--- src/rtl/annexb_nal_unit_splitter_macros.svh ---
// assertion macros for the annex-b nal unit splitter
// no dependencies; included by the rtl files that check their own logic
`ifndef ANNEXB_NAL_UNIT_SPLITTER_MACROS_SVH
`define ANNEXB_NAL_UNIT_SPLITTER_MACROS_SVH

`ifndef NO_ASSERTIONS
// same-cycle implication, sampled on clk, quiet during reset
`define ANX_ASSERT_IMP(label, ante, cons, msg) \
  label: assert property (@(posedge clk) disable iff (!rst_n) (ante) |-> (cons)) \
    else $error(msg);
// next-cycle implication, sampled on clk, quiet during reset
`define ANX_ASSERT_NXT(label, ante, cons, msg) \
  label: assert property (@(posedge clk) disable iff (!rst_n) (ante) |=> (cons)) \
    else $error(msg);
`else
`define ANX_ASSERT_IMP(label, ante, cons, msg)
`define ANX_ASSERT_NXT(label, ante, cons, msg)
`endif

`endif

--- src/rtl/anx_nal_pkg.sv ---
// types and constants for the annex-b nal unit splitter
// no dependencies; used by the top level and by whoever instantiates the channels
`default_nettype none

package anx_nal_pkg;

  // result kinds
  localparam logic KIND_PAYLOAD = 1'b0;
  localparam logic KIND_END     = 1'b1;

  // header field masks
  localparam logic [7:0] AVC_MASK  = 8'h1f;
  localparam logic [7:0] HEVC_MASK = 8'h3f;

  // start code marker byte
  localparam logic [7:0] START_MARK = 8'h01;

  // input word
  typedef struct packed {
    logic [7:0] stream_byte;
    logic       flush;
  } anx_in_t;

  // result word
  typedef struct packed {
    logic        kind;
    logic [7:0]  payload_byte;
    logic [15:0] zeros_before;
    logic        first_of_nal;
    logic [4:0]  avc_nal_type;
    logic [5:0]  hevc_nal_type;
    logic [23:0] nal_length;
    logic        final_nal;
    logic        count_saturated;
  } anx_out_t;

endpackage

`default_nettype wire

--- src/rtl/anx_stream_if.sv ---
// valid/ready channel carrying one word of a chosen payload type
// no dependencies; the payload type is given at instantiation
`default_nettype none

interface anx_stream_if #(
  parameter type payload_t = logic [7:0]
);

  logic     valid;
  logic     ready;
  payload_t payload;

  modport source (
    output valid,
    output payload,
    input  ready
  );

  modport sink (
    input  valid,
    input  payload,
    output ready
  );

endinterface

`default_nettype wire

--- src/rtl/annexb_nal_unit_splitter.sv ---
// Annex-B NAL unit splitter: one stream byte per word in, payload and end-of-NAL words out.
// Channels are anx_stream_if instances: in_chan carries anx_nal_pkg::anx_in_t,
// out_chan carries anx_nal_pkg::anx_out_t. Assertions use the macros header.
//
// Usage:
//  - in_chan takes one stream byte per word, or a flush word that ends the buffer.
//  - out_chan gives at most one result word per input word: a released payload
//    byte with its held zeros and NAL types, or an end word with the NAL length.
//  - a taken word's result is registered in the output register, or in the skid register while a result waits.
//  - throughput is one word per cycle, sustained while out_chan is being drained;
//    the whole per-byte rule sits between the input handshake and the output register.
//  - the output has a two-word buffer (output register plus skid register), so a
//    word is still taken while one result waits; in_chan.ready falls only when both
//    are full and comes back the cycle after out_chan takes a word.
//  - a word that gives no result (held zero, dropped byte, empty NAL) is taken
//    whenever in_chan.ready is high.
//  - synchronous active-low reset clears the parser state and empties the buffer;
//    the block is ready in the first cycle after reset, with no clearing pass.
//  - a flush closes any open non-empty NAL and returns the parser to its reset state.
`include "annexb_nal_unit_splitter_macros.svh"
`default_nettype none

module annexb_nal_unit_splitter #(
  parameter int ZERO_COUNT_BITS = 16,
  parameter int LENGTH_BITS     = 24
) (
  input  wire logic   clk,
  input  wire logic   rst_n,
  anx_stream_if.sink   in_chan,
  anx_stream_if.source out_chan
);

  import anx_nal_pkg::*;

  localparam int SUM_BITS =
    ((LENGTH_BITS > ZERO_COUNT_BITS) ? LENGTH_BITS : ZERO_COUNT_BITS) + 2;
  localparam logic [ZERO_COUNT_BITS-1:0] ZERO_MAX = '1;
  localparam logic [LENGTH_BITS-1:0]     LEN_MAX  = '1;

  // parser state
  logic [ZERO_COUNT_BITS-1:0] held_zero_count_r, held_zero_count_nxt;
  logic                       inside_nal_r, inside_nal_nxt;
  logic                       nal_has_bytes_r, nal_has_bytes_nxt;
  logic [LENGTH_BITS-1:0]     bytes_in_nal_r, bytes_in_nal_nxt;
  logic [7:0]                 header_value_r, header_value_nxt;
  logic                       saturation_seen_r, saturation_seen_nxt;

  // output buffer
  logic     out_valid_r, out_valid_nxt;
  anx_out_t out_data_r, out_data_nxt;
  logic     skid_valid_r, skid_valid_nxt;
  anx_out_t skid_data_r, skid_data_nxt;

  logic       in_fire;
  logic [7:0] in_byte;
  logic       in_flush;
  logic       res_valid;
  anx_out_t   res;
  anx_out_t   close_res;
  logic       close_ok;
  logic       first_rel;
  logic [SUM_BITS-1:0] len_sum;
  logic [LENGTH_BITS-1:0] len_sat;
  logic       len_hit;

  assign in_byte  = in_chan.payload.stream_byte;
  assign in_flush = in_chan.payload.flush;
  assign in_chan.ready = !skid_valid_r;
  assign in_fire  = in_chan.valid && in_chan.ready;

  // end-of-nal word built from the current state
  always_comb begin
    close_ok                  = inside_nal_r && nal_has_bytes_r;
    close_res                 = '0;
    close_res.kind            = KIND_END;
    close_res.avc_nal_type    = 5'(header_value_r & AVC_MASK);
    close_res.hevc_nal_type   = (bytes_in_nal_r > LENGTH_BITS'(1)) ?
                                6'((header_value_r >> 1) & HEVC_MASK) : 6'd0;
    close_res.nal_length      = 24'(bytes_in_nal_r);
    close_res.count_saturated = saturation_seen_r;
  end

  // running length with saturation
  always_comb begin
    len_sum   = SUM_BITS'(bytes_in_nal_r) + SUM_BITS'(held_zero_count_r) + SUM_BITS'(1);
    len_hit   = (len_sum >= SUM_BITS'(LEN_MAX));
    len_sat   = len_hit ? LEN_MAX : len_sum[LENGTH_BITS-1:0];
    first_rel = !nal_has_bytes_r;
  end

  // per-byte parser rule
  always_comb begin
    held_zero_count_nxt = held_zero_count_r;
    inside_nal_nxt      = inside_nal_r;
    nal_has_bytes_nxt   = nal_has_bytes_r;
    bytes_in_nal_nxt    = bytes_in_nal_r;
    header_value_nxt    = header_value_r;
    saturation_seen_nxt = saturation_seen_r;
    res_valid           = 1'b0;
    res                 = '0;
    if (in_fire) begin
      if (in_flush) begin
        // close and return to reset state
        res_valid           = close_ok;
        res                 = close_res;
        res.final_nal       = 1'b1;
        held_zero_count_nxt = '0;
        inside_nal_nxt      = 1'b0;
        nal_has_bytes_nxt   = 1'b0;
        bytes_in_nal_nxt    = '0;
        header_value_nxt    = '0;
        saturation_seen_nxt = 1'b0;
      end else if (in_byte == 8'd0) begin
        // hold the zero back
        if (held_zero_count_r != ZERO_MAX) begin
          held_zero_count_nxt = held_zero_count_r + ZERO_COUNT_BITS'(1);
        end
        if (held_zero_count_nxt == ZERO_MAX) begin
          saturation_seen_nxt = 1'b1;
        end
      end else if (in_byte == START_MARK && held_zero_count_r >= ZERO_COUNT_BITS'(2)) begin
        // start code: close the open nal, open a fresh one
        res_valid           = close_ok;
        res                 = close_res;
        res.final_nal       = 1'b0;
        held_zero_count_nxt = '0;
        inside_nal_nxt      = 1'b1;
        nal_has_bytes_nxt   = 1'b0;
        bytes_in_nal_nxt    = '0;
        header_value_nxt    = '0;
        saturation_seen_nxt = 1'b0;
      end else if (!inside_nal_r) begin
        // leading junk before the first start code
        held_zero_count_nxt = '0;
      end else begin
        // release the byte with its held zeros
        if (first_rel) begin
          header_value_nxt = (held_zero_count_r != '0) ? 8'd0 : in_byte;
        end
        if (len_hit) begin
          saturation_seen_nxt = 1'b1;
        end
        bytes_in_nal_nxt    = len_sat;
        nal_has_bytes_nxt   = 1'b1;
        held_zero_count_nxt = '0;
        res_valid           = 1'b1;
        res.kind            = KIND_PAYLOAD;
        res.payload_byte    = in_byte;
        res.zeros_before    = 16'(held_zero_count_r);
        res.first_of_nal    = first_rel;
        res.avc_nal_type    = 5'(header_value_nxt & AVC_MASK);
        res.hevc_nal_type   = 6'((header_value_nxt >> 1) & HEVC_MASK);
        res.nal_length      = 24'(len_sat);
        res.final_nal       = 1'b0;
        res.count_saturated = saturation_seen_nxt;
      end
    end
  end

  // two-word output buffer, oldest word in the output register
  always_comb begin
    out_valid_nxt  = out_valid_r;
    out_data_nxt   = out_data_r;
    skid_valid_nxt = skid_valid_r;
    skid_data_nxt  = skid_data_r;
    if (!out_valid_r || out_chan.ready) begin
      if (skid_valid_r) begin
        out_valid_nxt  = 1'b1;
        out_data_nxt   = skid_data_r;
        skid_valid_nxt = res_valid;
        skid_data_nxt  = res;
      end else begin
        out_valid_nxt  = res_valid;
        out_data_nxt   = res;
      end
    end else if (res_valid) begin
      skid_valid_nxt = 1'b1;
      skid_data_nxt  = res;
    end
  end

  assign out_chan.valid   = out_valid_r;
  assign out_chan.payload = out_data_r;

  // control and parser state
  always_ff @(posedge clk) begin
    if (!rst_n) begin
      held_zero_count_r <= '0;
      inside_nal_r      <= 1'b0;
      nal_has_bytes_r   <= 1'b0;
      bytes_in_nal_r    <= '0;
      header_value_r    <= '0;
      saturation_seen_r <= 1'b0;
      out_valid_r       <= 1'b0;
      skid_valid_r      <= 1'b0;
    end else begin
      held_zero_count_r <= held_zero_count_nxt;
      inside_nal_r      <= inside_nal_nxt;
      nal_has_bytes_r   <= nal_has_bytes_nxt;
      bytes_in_nal_r    <= bytes_in_nal_nxt;
      header_value_r    <= header_value_nxt;
      saturation_seen_r <= saturation_seen_nxt;
      out_valid_r       <= out_valid_nxt;
      skid_valid_r      <= skid_valid_nxt;
    end
  end

  // result payload registers
  always_ff @(posedge clk) begin
    out_data_r  <= out_data_nxt;
    skid_data_r <= skid_data_nxt;
  end

  // checks
  `ANX_ASSERT_IMP(a_skid_behind_out, skid_valid_r, out_valid_r, "skid word without output word")
  `ANX_ASSERT_IMP(a_bytes_need_nal, !inside_nal_r, !nal_has_bytes_r, "nal bytes outside a nal")
  `ANX_ASSERT_IMP(a_payload_nonzero, out_valid_r && out_data_r.kind == KIND_PAYLOAD, out_data_r.payload_byte != 8'd0, "zero payload byte released")
  `ANX_ASSERT_NXT(a_flush_clears, in_fire && in_flush, !inside_nal_r && held_zero_count_r == '0, "flush left parser state")

endmodule

`default_nettype wire

--- src/flat_wrapper.sv ---
// flat-port wrapper written by rule: the top's interface ports become plain ports
module annexb_nal_unit_splitter_flat import anx_nal_pkg::*;
#(
  parameter int ZERO_COUNT_BITS = 16,
  parameter int LENGTH_BITS     = 24
)
  (clk, rst_n, in_chan_valid, in_chan_payload, in_chan_ready, out_chan_valid, out_chan_payload, out_chan_ready);
  anx_stream_if #(.payload_t(anx_in_t)) in_chan_i ();
  anx_stream_if #(.payload_t(anx_out_t)) out_chan_i ();
  input  wire logic clk;
  input  wire logic rst_n;
  input wire logic [$bits(in_chan_i.valid)-1:0] in_chan_valid;
  input wire logic [$bits(in_chan_i.payload)-1:0] in_chan_payload;
  output wire logic [$bits(in_chan_i.ready)-1:0] in_chan_ready;
  output wire logic [$bits(out_chan_i.valid)-1:0] out_chan_valid;
  output wire logic [$bits(out_chan_i.payload)-1:0] out_chan_payload;
  input wire logic [$bits(out_chan_i.ready)-1:0] out_chan_ready;
  assign in_chan_i.valid = in_chan_valid;
  assign in_chan_i.payload = in_chan_payload;
  assign in_chan_ready = in_chan_i.ready;
  assign out_chan_valid = out_chan_i.valid;
  assign out_chan_payload = out_chan_i.payload;
  assign out_chan_i.ready = out_chan_ready;
  annexb_nal_unit_splitter #(.ZERO_COUNT_BITS(ZERO_COUNT_BITS), .LENGTH_BITS(LENGTH_BITS)) u_core (.clk(clk), .rst_n(rst_n), .in_chan(in_chan_i), .out_chan(out_chan_i));
endmodule
--- config.mk ---
export PLATFORM = sky130hd
export DESIGN_NAME = annexb_nal_unit_splitter_flat
export DESIGN_NICKNAME = d
export VERILOG_FILES = /design/src/rtl/anx_nal_pkg.sv /design/src/rtl/anx_stream_if.sv /design/src/rtl/annexb_nal_unit_splitter.sv /design/src/flat_wrapper.sv
export VERILOG_INCLUDE_DIRS = /design/src /design/src/rtl
export SDC_FILE = /design/constraint.sdc
export NUM_CORES = 1
export LEC_CHECK = 0
export BUFFER_PORTS_ARGS = -buffer_cell sky130_fd_sc_hd__buf_2
export CAP_MARGIN = 20
export CORE_MARGIN = 2
export CORE_UTILIZATION = 55
export DETAILED_ROUTE_END_ITERATION = 7
export PLACE_DENSITY = 0.85
export SLEW_MARGIN = 10
export SYNTH_ARGS = -nofsm -noshare
export SYNTH_HDL_FRONTEND = slang
export SYNTH_SLANG_ARGS = --single-unit
--- constraint.sdc ---
create_clock -name clk -period 8 [get_ports clk]
set_input_delay 0.4 -clock clk [delete_from_list [all_inputs] [get_ports clk]]
set_output_delay 0.4 -clock clk [all_outputs]
set_load 0.1 [all_outputs]
Yosys cells after proc, flatten, opt, wreduce, memory -nomap -nowiden
Index checks and enable logic that the tools add are counted.
Word-level totals
  register bits after elaboration: 178
  input port bits: 13
  output and inout bits: 65
  logic and storage cells: 104
Cells by class
  add/subtract/negate cells: 3
  $lt $le $gt $ge: 3
  equality and inequality tests: 6
  muxes and demuxes: 49
  reduce and logical (&&, ||, !) cells: 17
Operator list (number)
  $mux 63: 8
  $mux 24: 5
  $mux 16: 6
  $mux 62: 1
  $mux 7: 6
  $add 26x1->26 const B: 1
  $ge 26x24->1 const B: 1
  $add 24x16->25: 1
  $gt 24x1->1 const B: 1
  $mux 1: 22
  $add 16x1->16 const B: 1
  $eq 16x16->1 const B: 1
  $ge 16x2->1 const B: 1
  $ne 16x16->1 const B: 1
  $reduce_bool 16->1: 1
  $reduce_and 3->1: 3
  $eq 8x1->1 const B: 1
  $logic_not 8->1: 1
  $mux 6: 1
  $reduce_bool 2->1: 2
  $reduce_bool 4->1: 1
  $logic_and 1x1->1: 3
  $logic_not 1->1: 3
  $ne 3x3->1 const B: 1
  other kinds (5): 5

Logic depth before layout (Yosys ltp)
Gate-level depths: netlist of the first run.
  depth in word-level cells: 11
  depth in mapped cells: 15
  depth with buffers taken out: 12

Worst setup path after synthesis of the first run
OpenSTA, ideal clock, no wires.
  kind: reg-to-reg
  start point: register u_core.out_valid_r (netlist: u_core.out_chan.valid)
  end point: register u_core.skid_data_r[0] (netlist name) (enable)
  setup time: 571 ps
  data arrival time: 7362 ps
  required time: 7429 ps
  path slack: 67 ps
  cell stages (with the launch flop): 3
  buffers on the path: 0
  period minus slack after synthesis: 7933 ps
  cells stage by stage: dfxtp_1 -> nand2b_1 -> o21ai_0
On the way
  cells in the longest elaborated chain, start to end: 4
  elaborated cells between the ends (all ways): 5
  classes of those cells: eq/ne (1); reduce/logical (4)
Ends and longest elaborated chain
  start, declared: RTL line annexb_nal_unit_splitter.sv:49  | logic out_valid_r, out_valid_nxt;
  start signal, assigned: RTL line annexb_nal_unit_splitter.sv:203  | out_valid_r <= out_valid_nxt;
  $logic_not 1->1 (*): RTL line annexb_nal_unit_splitter.sv:166  | if (!out_valid_r || out_chan.ready) begin
  $logic_or 1x1->1 (*): RTL line annexb_nal_unit_splitter.sv:166
  $ne 2x1->1 (no source line) or $reduce_bool 2->1 (tied branches)
  $reduce_and 2->1 (no source line) (*)
  end signal, assigned: RTL line annexb_nal_unit_splitter.sv:211  | skid_data_r <= skid_data_nxt;
  end, declared: RTL line annexb_nal_unit_splitter.sv:52  | anx_out_t skid_data_r, skid_data_nxt;
Mark *: on every way between the ends. The rest lies on a longest branch, timed or not.
A chain may end at the register's enable or synchronous reset.

Worst setup path in the final report of the first run
  start point: register u_core.held_zero_count_r[0]
  end point: register u_core.out_data_r, in the netlist u_core.out_chan.payload[23], data pin
On the way
  cells in the longest elaborated chain, start to end: 10
  elaborated cells between the ends (all ways): 12
  classes of those cells: add/sub (2); order compare (2); mux (7); reduce/logical (1)
Ends and longest elaborated chain
  start, declared: RTL line annexb_nal_unit_splitter.sv:41  | logic [ZERO_COUNT_BITS-1:0] held_zero_count_r, held_zero_count_nxt;
  start signal, assigned: RTL line annexb_nal_unit_splitter.sv:197  | held_zero_count_r <= held_zero_count_nxt;
  $add 24x16->25: RTL line annexb_nal_unit_splitter.sv:85  | len_sum = SUM_BITS'(bytes_in_nal_r) + SUM_BITS'(held_zero_count_r) + SUM_BITS'(1);
  $add 26x1->26: RTL line annexb_nal_unit_splitter.sv:85
  $ge 26x24->1: RTL line annexb_nal_unit_splitter.sv:86  | len_hit = (len_sum >= SUM_BITS'(LEN_MAX));
  $mux 24: RTL line annexb_nal_unit_splitter.sv:87  | len_sat = len_hit ? LEN_MAX : len_sum[LENGTH_BITS-1:0];
  $mux 62: RTL line annexb_nal_unit_splitter.sv:132  | end else if (!inside_nal_r) begin
  $mux 63 (*): RTL line annexb_nal_unit_splitter.sv:121  | end else if (in_byte == START_MARK && held_zero_count_r >= ZERO_COUNT_BITS'(2)) begin
  $mux 63 (*): RTL line annexb_nal_unit_splitter.sv:113  | end else if (in_byte == 8'd0) begin
  $mux 63 (*): RTL line annexb_nal_unit_splitter.sv:102  | if (in_flush) begin
  $mux 63 (*): RTL line annexb_nal_unit_splitter.sv:101  | if (in_fire) begin
  $mux 63 (*): RTL line annexb_nal_unit_splitter.sv:167  | if (skid_valid_r) begin
  end signal, assigned: RTL line annexb_nal_unit_splitter.sv:210  | out_data_r <= out_data_nxt;
  end, declared: RTL line annexb_nal_unit_splitter.sv:50  | anx_out_t out_data_r, out_data_nxt;
Marked as above.

==> results of run 1 <==
-- cell usage in the layout, fill, tap and decap left out, types with 8 or more instances in the layout --
| cell type | instances |
|---|---|
| a22oi_1 | 16 |
| nand4_1 | 17 |
| edfxtp_1 | 126 |
| nor3_1 | 18 |
| a21oi_1 | 95 |
| clkbuf_16 | 17 |
| xnor2_1 | 22 |
| o21a_1 | 12 |
| dfxtp_1 | 51 |
| nand3_1 | 22 |
| a21o_1 | 66 |
| buf_4 | 9 |
| ha_1 | 21 |
| o31a_1 | 13 |
| nand2_1 | 120 |
| xor2_1 | 16 |
| or3_1 | 9 |
| nor4_1 | 20 |
| nor3b_1 | 8 |
| nor2_1 | 65 |
| o21ai_0 | 24 |
| nor2b_1 | 21 |
| and2_1 | 35 |
| buf_2 | 77 |
| inv_1 | 12 |
| a211oi_1 | 10 |
-- cell usage after synthesis, types with 10 or more instances --
cell | count | area (um^2)
nand3_1 | 22 | 110
nor4_1 | 20 | 125
edfxtp_1 | 126 | 3780
nor2_1 | 65 | 244
nand4_1 | 17 | 106
xor2_1 | 16 | 140
o21ai_0 | 25 | 125
nor2b_1 | 21 | 131
a22oi_1 | 16 | 120
ha_1 | 21 | 263
o21a_1 | 12 | 90.1
a21oi_1 | 95 | 475
nor3_1 | 18 | 90.1
a211oi_1 | 10 | 75.1
nand2_1 | 120 | 450
xnor2_1 | 22 | 193
inv_1 | 12 | 45.0
and2_1 | 35 | 219
o31a_1 | 13 | 114
a21o_1 | 66 | 495
dfxtp_1 | 52 | 1040
clkbuf_1 | 44 | 165
-- registers in the layout, indices dropped and copies added, names as in the netlist --
name and cells:
u_core.bytes_in_nal_r 24, u_core.header_value_r 7, u_core.held_zero_count_r 16, u_core.inside_nal_r 1, u_core.nal_has_bytes_r 1, u_core.out_chan.payload 63
u_core.out_chan.valid 1, u_core.saturation_seen_r 1, u_core.skid_data_r 63, u_core.skid_valid_r 1
-- final cells by class --
class                   instances  area share [%]
clock buffers                  18            4.02
clock inverters                14            1.27
inverters                      13           0.447
multi-input cells             737            43.1
flip-flops and latches        178            44.2
well taps                     225            2.58
repair buffers                 87            4.40
-- stage by stage --
| step | hold WS [ps] | worst slack, ps | power (uW) | util, % | instance area (um^2) |
|---|---|---|---|---|---|
| 2_1_floorplan | 458 | 67.4 | 1100 | - | 9780 |
| 3_3_place_gp | 504 | 3630 | 1120 | 59.5 | 10300 |
| 3_5_place_dp | 506 | 3520 | 1120 | 59.5 | 10300 |
| 4_1_cts | 304 | 3440 | 1920 | 62.8 | 10900 |
| 5_1_grt | 314 | 3040 | 1970 | 63.0 | 10900 |
| 6_report | 309 | 3320 | 1920 | 63.0 | 10900 |
-- power by group through the flow --
stage,clock (uW),sequential [uW],combinational (uW)
finish,817,989,116
global placement,0,1010,111
CTS,816,989,114
floorplan,0,1060,36.1
global route,862,990,121
detailed placement,0,1010,113
-- critical path, stage by stage, from the launching register on --
cell and delay, ps:
dfxtp_1 390, ha_1 260, fa_1 410, a211oi_1 420, nor2_1 110, xor2_1 410, nand3_1 260, nor3_4 340
nand3_1 190, nor4_4 350, a31o_1 930, nor2_1 190, o211ai_1 220
-- per-layer routing --
| layer | GRT usage [%] | vias up | wire length (um) |
|---|---|---|---|
| met3 | 4.71 | 43 | 2030 |
| met4 | 8.59 | 0 | 495 |
| met2 | 40.7 | 418 | 11500 |
| met5 | 0 | - | 0 |
| li1 | - | 3779 | - |
| met1 | 38.5 | 3873 | 10800 |
-- worst min path at each step --
stage / endpoint / from / slack (ps)
detailed placement: u_core.out_chan.payload[60] / u_core.skid_data_r[60] / 510
CTS: u_core.header_value_r[1] / in_chan_payload[2] / 300
global route: u_core.skid_data_r[61] / in_chan_payload[8] / 310
floorplan: u_core.bytes_in_nal_r[13] / u_core.bytes_in_nal_r[13] / 460
global placement: u_core.out_chan.payload[48] / u_core.skid_data_r[48] / 500
finish: u_core.header_value_r[1] / in_chan_payload[2] / 310
-- cells by family after synthesis --
kind of cell	count (synthesis)	share of synthesized area [%]
AOI/OAI and AO/OA	305	21.5
and+or+nand+nor	368	19.5
muxes	2	0.205
DFF	178	49.3
adders and majority gates	22	2.89
buffers and inverters	66	2.76
xor gates and xnor gates	40	3.85
==> out/summary.txt, run 1 <==
Crit Path Category - reg -> reg
Async SR Flop Fraction - 0%
Routed len/inst - 19.5 um
Synth unique cells - 77
Endpoint of the worst register-to-register path - u_core.out_chan.payload[23]
Leak pwr - 0.00475 uW
R2R Setup Slk - 3320 ps
Pin count of the biggest net entering global routing - 68
Seq. cell area - 4830 um^2
Psw - 493 uW
Die Span X - 137 um
CTS Buffer Depth - 2
Multi-input logic area - 4710 um^2
Setup TNS Final - 0 ps
Final GP Congestion - 0.927
Worst Tran Pin Value - 1110 ps
Starting DRT DRC Count - 1087
Hold Buf Count CTS - 0
Worst path arrival time - 4950 ps
Reg2reg path depth - 12
TritonRoute pass-1 iters - 7
Total vias in the final route - 8113
TritonCTS clock tree - built
Setup crit end - u_core.out_chan.payload[23]
Non-Filler Instances - 1272
Nets - 1069
Die area - 18900 um^2
Seq pwr share - 51.4%
Cell count after synthesis - 981
Vias in the first global route - 7330
Tcrit/Tclk final - 58.5%
Min-Delay Path Class - in -> reg
Area Growth Syn to Fin - 11.7%
Internal - 1430 uW
RSZ-0062 raised after global routing - false
Final setup viols - 0
Total wire length - 24800 um
MaxCap Viol Count - 0
Core region area - 17400 um^2
GRT Total Usage - 26.6%
Die Span Y - 137 um
Global-route wire length before repair - 39200 um
Post-CTS repair timing setup buffer count - 0
PD cells - 176 nW/um^2
Drt via density - 6.38
Layout cells sized above 1 - 14.0%
Initial Utilization - 56.4%
Register area share after synthesis - 49.3%
Clk_lat worst skew - 440 ps
Clk slew on worst S/H paths - 70 ps
CTS Sinks - 178
Ports - 78
DP HPWL - 16800 um
Yosys warning count - 0
Synth Net Count - 1016
Ant. Diodes - 0
Commonest register cell after synthesis - edfxtp_1
Total CTS buffers - 17
Critical path origin - u_core.held_zero_count_r[0]
Final setup skew - 12.4 ps
Post-route ant nets - 0
Max Fclk - 214 MHz
Max-slew violation count - 0
Data required, critical path - 8270 ps
Critical Path End Type - flip-flop
Post-CTS Resized - 0
Register bit count reported by yosys - 178
Clk root buf - clkbuf_16
Placed Cells - 1239
H-tree depth - 4
Status - completed
Fillers - 1361
Initial antenna violation count - 0
Largest fanout on the critical path - 27
Relative slew margins - 25.7%
Cell Area, Synth - 9780 um^2
R2R Path Start - u_core.held_zero_count_r[0]
Post-synth EDFFs - 126
Fin crit period - 4680 ps
Sw Ratio - 25.7%
Final Hold Fails - 0
Port Buffer Count - 77
# rows - 48
Hold path depth - 3
GRT overflow - 0
Clock network power share - 42.5%
Residual DRC - 0
Combinational share of power - 6.1%
Mean Syn Cell Area - 9.97 um^2
Startpoint Class - flip-flop
Peak VDD IR - 0.158 mV
(Power assumes the default switching activity.)
==> inputs of run 2 (changes only) <==
==> constraint.sdc (replaced) <==
create_clock -name clk -period 4.6 [get_ports clk]
set_input_delay 0.23 -clock clk [delete_from_list [all_inputs] [get_ports clk]]
set_output_delay 0.23 -clock clk [all_outputs]
set_load 0.1 [all_outputs]
==> out/summary.txt, run 2 (synthesis gave the netlist of run 1 again) <==
PD cells - 314 nW/um^2 (was 176 nW/um^2)
Starting DRT DRC Count - 1105 (was 1087)
Ant. Diodes - 0 (unchanged)
RSZ-0062 raised after global routing - false (unchanged)
Setup TNS Final - 0 ps (unchanged)
Largest fanout on the critical path - 9 (was 27)
Final Hold Fails - 0 (unchanged)
Fin crit period - 4280 ps (was 4680 ps)
DP HPWL - 17100 um (was 16800 um)
Die Span Y - 137 um (unchanged)
Final setup viols - 0 (unchanged)
Post-route ant nets - 0 (unchanged)
Clk_lat worst skew - 440 ps (about the same)
Critical path's largest stage delay - 510 ps (was 930 ps)
Combinational share of power - 5.8% (was 6.1%)
Leak pwr - 0.00482 uW (was 0.00475 uW)
Startpoint Class - flip-flop (unchanged)
CTS Sinks - 178 (unchanged)
Worst path arrival time - 4470 ps (was 4950 ps)
Ports - 78 (unchanged)
Peak VDD IR - 0.286 mV (was 0.158 mV)
R2R Setup Slk - 320 ps (was 3320 ps)
Max-slew violation count - 0 (unchanged)
Residual DRC - 0 (unchanged)
Most common cell after layout, fill and taps aside - edfxtp_1 (unchanged)
Critical Path End Type - flip-flop (unchanged)
Pin count of the biggest net entering global routing - 67 (was 68)
GRT Total Usage - 26.8% (was 26.6%)
Relative slew margins - 42.5% (was 25.7%)
Layout cells sized above 1 - 14.9% (was 14.0%)
Crit Path Category - reg -> reg (unchanged)
Total wire length - 25100 um (was 24800 um)
GRT overflow - 0 (unchanged)
Area Growth Syn to Fin - 13.0% (was 11.7%)
Min-Delay Path Class - in -> reg (unchanged)
Final setup skew - 11.4 ps (was 12.4 ps)
Psw - 875 uW (was 493 uW)
TritonRoute pass-1 iters - 6 (was 7)
# rows - 48 (unchanged)
Total CTS buffers - 17 (unchanged)
Max Fclk - 234 MHz (was 214 MHz)
Status - completed (unchanged)
Initial Utilization - 56.4% (unchanged)
Clock network power share - 44.6% (was 42.5%)
Tcrit/Tclk final - 93.0% (was 58.5%)
Data required, critical path - 4790 ps (was 8270 ps)
Port Buffer Count - 77 (unchanged)
Die Span X - 137 um (unchanged)
Sw Ratio - 25.3% (was 25.7%)
Hold Buf Count CTS - 0 (unchanged)
Worst Tran Pin Value - 863 ps (was 1110 ps)
TritonCTS clock tree - built (unchanged)
Clk root buf - clkbuf_16 (unchanged)
CTS Buffer Depth - 2 (unchanged)
MaxCap Viol Count - 0 (unchanged)
Total vias in the final route - 8151 (was 8113)
Non-Filler Instances - 1281 (was 1272)
Most frequent cells in the layout - edfxtp_1, nand2_1, a21oi_1 (unchanged)
Internal - 2590 uW (was 1430 uW)
Global-route wire length before repair - 39200 um (about the same)
Design Power - 3470 uW (was 1920 uW)
Seq pwr share - 49.6% (was 51.4%)
Final GP Congestion - 0.966 (was 0.927)
Fillers - 1347 (was 1361)
Core region area - 17400 um^2 (unchanged)
H-tree depth - 4 (unchanged)
Routed len/inst - 19.6 um (was 19.5 um)
Clk slew on worst S/H paths - 80 ps (was 70 ps)
Nets - 1078 (was 1069)
Vias in the first global route - 7426 (was 7330)
Drt via density - 6.36 (was 6.38)
CP max-delay cell - or4_4 (was a31o_1)
Die area - 18900 um^2 (unchanged)
Crit-path cells - ha_1, fa_1, a211oi_1, o21a_1, o21ai_1, xor2_1, and4_1, nand4_4, buf_4, or4_4, a22o_1, o31a_1, a21o_1 (was ha_1, fa_1, a211oi_1, nor2_1, xor2_1, nand3_1, nor3_4, nand3_1, nor4_4, a31o_1, nor2_1, o211ai_1)
Placed Cells - 1249 (was 1239)
Initial antenna violation count - 0 (unchanged)
==> run 2: through the flow <==
stage	instance area [um^2]	hold slack [ps]	worst slack, ps	utilization [%]
floorplan	9790	401	337	-
global placement	10400	500	404	60.0
detailed placement	10400	505	310	60.0
CTS	11100	102	282	63.7
global route	11100	123	78.9	63.7
finish	11100	101	321	63.7
==> run 2: per-layer routing <==
metal | share of wire (%) | GRT usage, % | vias up
met5 | 0 | 0 | -
met4 | 2.1 | 7.67 | 0
met3 | 9.8 | 6.00 | 58
met2 | 47 | 42.1 | 436
met1 | 42 | 37.3 | 3857
li1 | - | - | 3800
==> run 2: worst max-delay path: cells and delay by family (launching register included) <==
family                     cells  cell delay (ps)
adders and majority gates      2              650
AOI/OAI and AO/OA              6             1370
buffers and inverters          1              210
xor gates and xnor gates       1              300
DFF                            1              400
and+or+nand+nor                3             1090
==> run 2: final cells by class <==
cell class	count	area [um^2]	share of cell area [%]
well taps	225	282	2.55
clock inverters	15	216	1.96
multi-input cells	737	4710	42.6
repair buffers	96	541	4.89
inverters	13	48.8	0.442
flip-flops and latches	178	4830	43.7
clock buffers	17	425	3.85
==> run 2: power groups by stage <==
stage	sequential (uW)	combinational, uW	clock, uW
after floorplan	1850	63.0	0
after global routing	1720	210	1610
after global placement	1750	194	0
after detailed placement	1760	196	0
after CTS	1720	198	1550
final	1720	200	1550
==> run 2: what timing repair did <==
action                     4_1_cts  5_1_grt
resized for setup                0        1
buffers inserted                 0        0
setup endpoints to repair        0        2
==> run 2: path summary, 6_finish.rpt <==
kind / start / to / cells after the start
max: u_core.held_zero_count_r[0] / u_core.out_chan.payload[22] / 13
max reg2reg: u_core.held_zero_count_r[0] / u_core.out_chan.payload[22] / 13
min: in_chan_payload[4] / u_core.header_value_r[3] / 3
min reg2reg: u_core.skid_data_r[57] / u_core.out_chan.payload[57] / 1
==> inputs of run 3 (changes only) <==
--- a/config.mk
+++ b/config.mk
@@ -12,7 +12,6 @@
 export CORE_UTILIZATION = 55
 export DETAILED_ROUTE_END_ITERATION = 7
 export PLACE_DENSITY = 0.85
-export SLEW_MARGIN = 10
 export SYNTH_ARGS = -nofsm -noshare
 export SYNTH_HDL_FRONTEND = slang
 export SYNTH_SLANG_ARGS = --single-unit
==> constraint.sdc (replaced) <==
create_clock -name clk -period 4.28 [get_ports clk]
set_input_delay 0.214 -clock clk [delete_from_list [all_inputs] [get_ports clk]]
set_output_delay 0.214 -clock clk [all_outputs]
set_load 0.05 [all_outputs]
==> out/summary.txt, run 3 (synthesis gave the netlist of run 1 again) <==
Status - completed (unchanged)
Global-route wire length before repair - 39700 um (was 39200 um)
Total wire length - 25400 um (was 25100 um)
Critical path's largest stage delay - 580 ps (was 510 ps)
Placed Cells - 1268 (was 1249)
Min-Delay Path Class - in -> reg (unchanged)
Max Fclk - 246 MHz (was 234 MHz)
GRT Total Usage - 27.2% (was 26.8%)
Starting DRT DRC Count - 1078 (was 1105)
Design Power - 3570 uW (was 3470 uW)
Clk_lat worst skew - 450 ps (was 440 ps)
Crit Path Category - reg -> reg (unchanged)
Max-slew violation count - 0 (unchanged)
# rows - 48 (unchanged)
Ant. Diodes - 0 (unchanged)
Die Span X - 137 um (unchanged)
Leak pwr - 0.00490 uW (was 0.00482 uW)
Crit-path cells - ha_1, fa_1, a211oi_2, o21ai_1, a21oi_1, xnor2_1, and4_1, nand4_4, or4_4, a22o_1, o31a_1, a21o_1 (was ha_1, fa_1, a211oi_1, o21a_1, o21ai_1, xor2_1, and4_1, nand4_4, buf_4, or4_4, a22o_1, o31a_1, a21o_1)
Fin crit period - 4070 ps (was 4280 ps)
Nets - 1097 (was 1078)
Hold Buf Count CTS - 0 (unchanged)
Most frequent cells in the layout - edfxtp_1, nand2_1, a21oi_1 (unchanged)
Critical Path End Type - flip-flop (unchanged)
Clk slew on worst S/H paths - 80 ps (about the same)
Data required, critical path - 4480 ps (was 4790 ps)
Area Growth Syn to Fin - 14.1% (was 13.0%)
Startpoint Class - flip-flop (unchanged)
Largest fanout on the critical path - 13 (was 9)
Final setup viols - 0 (unchanged)
Ports - 78 (unchanged)
PnR worst setup slack - 213 ps (was 321 ps)
Most common cell after layout, fill and taps aside - edfxtp_1 (unchanged)
Final Hold Fails - 0 (unchanged)
Multi-input logic area - 4720 um^2 (was 4710 um^2)
Residual DRC - 0 (unchanged)
GRT overflow - 0 (unchanged)
CP max-delay cell - or4_4 (unchanged)
Initial antenna violation count - 0 (unchanged)
Routed len/inst - 19.5 um (was 19.6 um)
Worst path arrival time - 4260 ps (was 4470 ps)
TritonRoute pass-1 iters - 6 (unchanged)
Core region area - 17400 um^2 (unchanged)
Post-route ant nets - 0 (unchanged)
Total vias in the final route - 8271 (was 8151)
CTS Buffer Depth - 2 (unchanged)
Clk root buf - clkbuf_16 (unchanged)
Setup TNS Final - 0 ps (unchanged)
Critical path buffer and inverter count - 0 (was 1)
PD cells - 320 nW/um^2 (was 314 nW/um^2)
Port Buffer Count - 77 (unchanged)
DP HPWL - 17500 um (was 17100 um)
MaxCap Viol Count - 0 (unchanged)
Peak VDD IR - 0.291 mV (was 0.286 mV)
Total CTS buffers - 17 (unchanged)
Worst Tran Pin Value - 875 ps (was 863 ps)
Tcrit/Tclk final - 95.0% (was 93.0%)
CTS Sinks - 178 (unchanged)
Layout cells sized above 1 - 16.4% (was 14.9%)
Non-Filler Instances - 1300 (was 1281)
Fillers - 1351 (was 1347)
Die Span Y - 137 um (unchanged)
Die area - 18900 um^2 (unchanged)
Pre-CTS setup slack - 147 ps (was 310 ps)
H-tree depth - 4 (unchanged)
TritonCTS clock tree - built (unchanged)
Relative slew margins - 41.7% (was 42.5%)
Vias in the first global route - 7562 (was 7426)
Final GP Congestion - 0.932 (was 0.966)
Initial Utilization - 56.4% (unchanged)
RSZ-0062 raised after global routing - false (unchanged)
Final setup skew - 15.1 ps (was 11.4 ps)
Seq. cell area - 4830 um^2 (unchanged)
Top delay family on crit path - compound AO/OA/AOI/OAI gates (unchanged)
Pin count of the biggest net entering global routing - 67 (unchanged)
Drt via density - 6.36 (about the same)
[run 3: where the power goes]
group / switching, uW / total (uW) / internal, uW / leakage, uW
sequential: 6.60 / 1850 / 1840 / 0.00184
combinational: 124 / 165 / 41.3 / 0.00278
clock: 773 / 1560 / 785 / 0.000284
total: 904 / 3570 / 2670 / 0.00490
[run 3: worst min-delay path, cell delays in order]
cell and delay [ps]:
buf_2 120, a22oi_1 70, nor2b_1 100
[run 3: final cells by class]
class                      count  area share (%)
sequential                   178            43.2
clock inverter                15            1.43
clock buffer                  17            3.81
tap                          225            2.52
multi-input combinational    737            42.3
inverter                      13           0.437
timing repair buffer         115            6.23
[run 3: final timing paths]
| path | startpoint | endpoint | slack (ps) | cells after the start |
|---|---|---|---|---|
| setup / recovery | u_core.held_zero_count_r[0] | u_core.out_chan.payload[22] | 210 | 12 |
| hold / removal | in_chan_payload[5] | u_core.header_value_r[4] | 90 | 3 |
| setup reg to reg | u_core.held_zero_count_r[0] | u_core.out_chan.payload[22] | 210 | 12 |
| hold reg to reg | u_core.skid_data_r[57] | u_core.out_chan.payload[57] | 520 | 1 |
[run 3: per-layer routing]
metal,vias to the layer above,GRT usage [%],share of wire [%]
met4,0,9.51,2.5
met3,59,4.97,8.9
li1,3841,-,-
met2,423,41.7,46
met1,3948,38.8,42
met5,-,0,0
[run 3: metrics by stage]
stage / hold WS (ps) / utilization [%] / cell area (um^2)
after floorplan: 385 / - / 9790
after global placement: 501 / 60.9 / 10600
after detailed placement: 504 / 60.9 / 10600
after CTS: 85.5 / 64.2 / 11100
after global routing: 112 / 64.3 / 11200
final: 86.9 / 64.3 / 11200
[run 3: repair_timing]
item,CTS,global route
endpoints found under the setup margin,0,11
gates resized for setup,0,2
buffers inserted,0,0
hold endpoints to repair,0,0
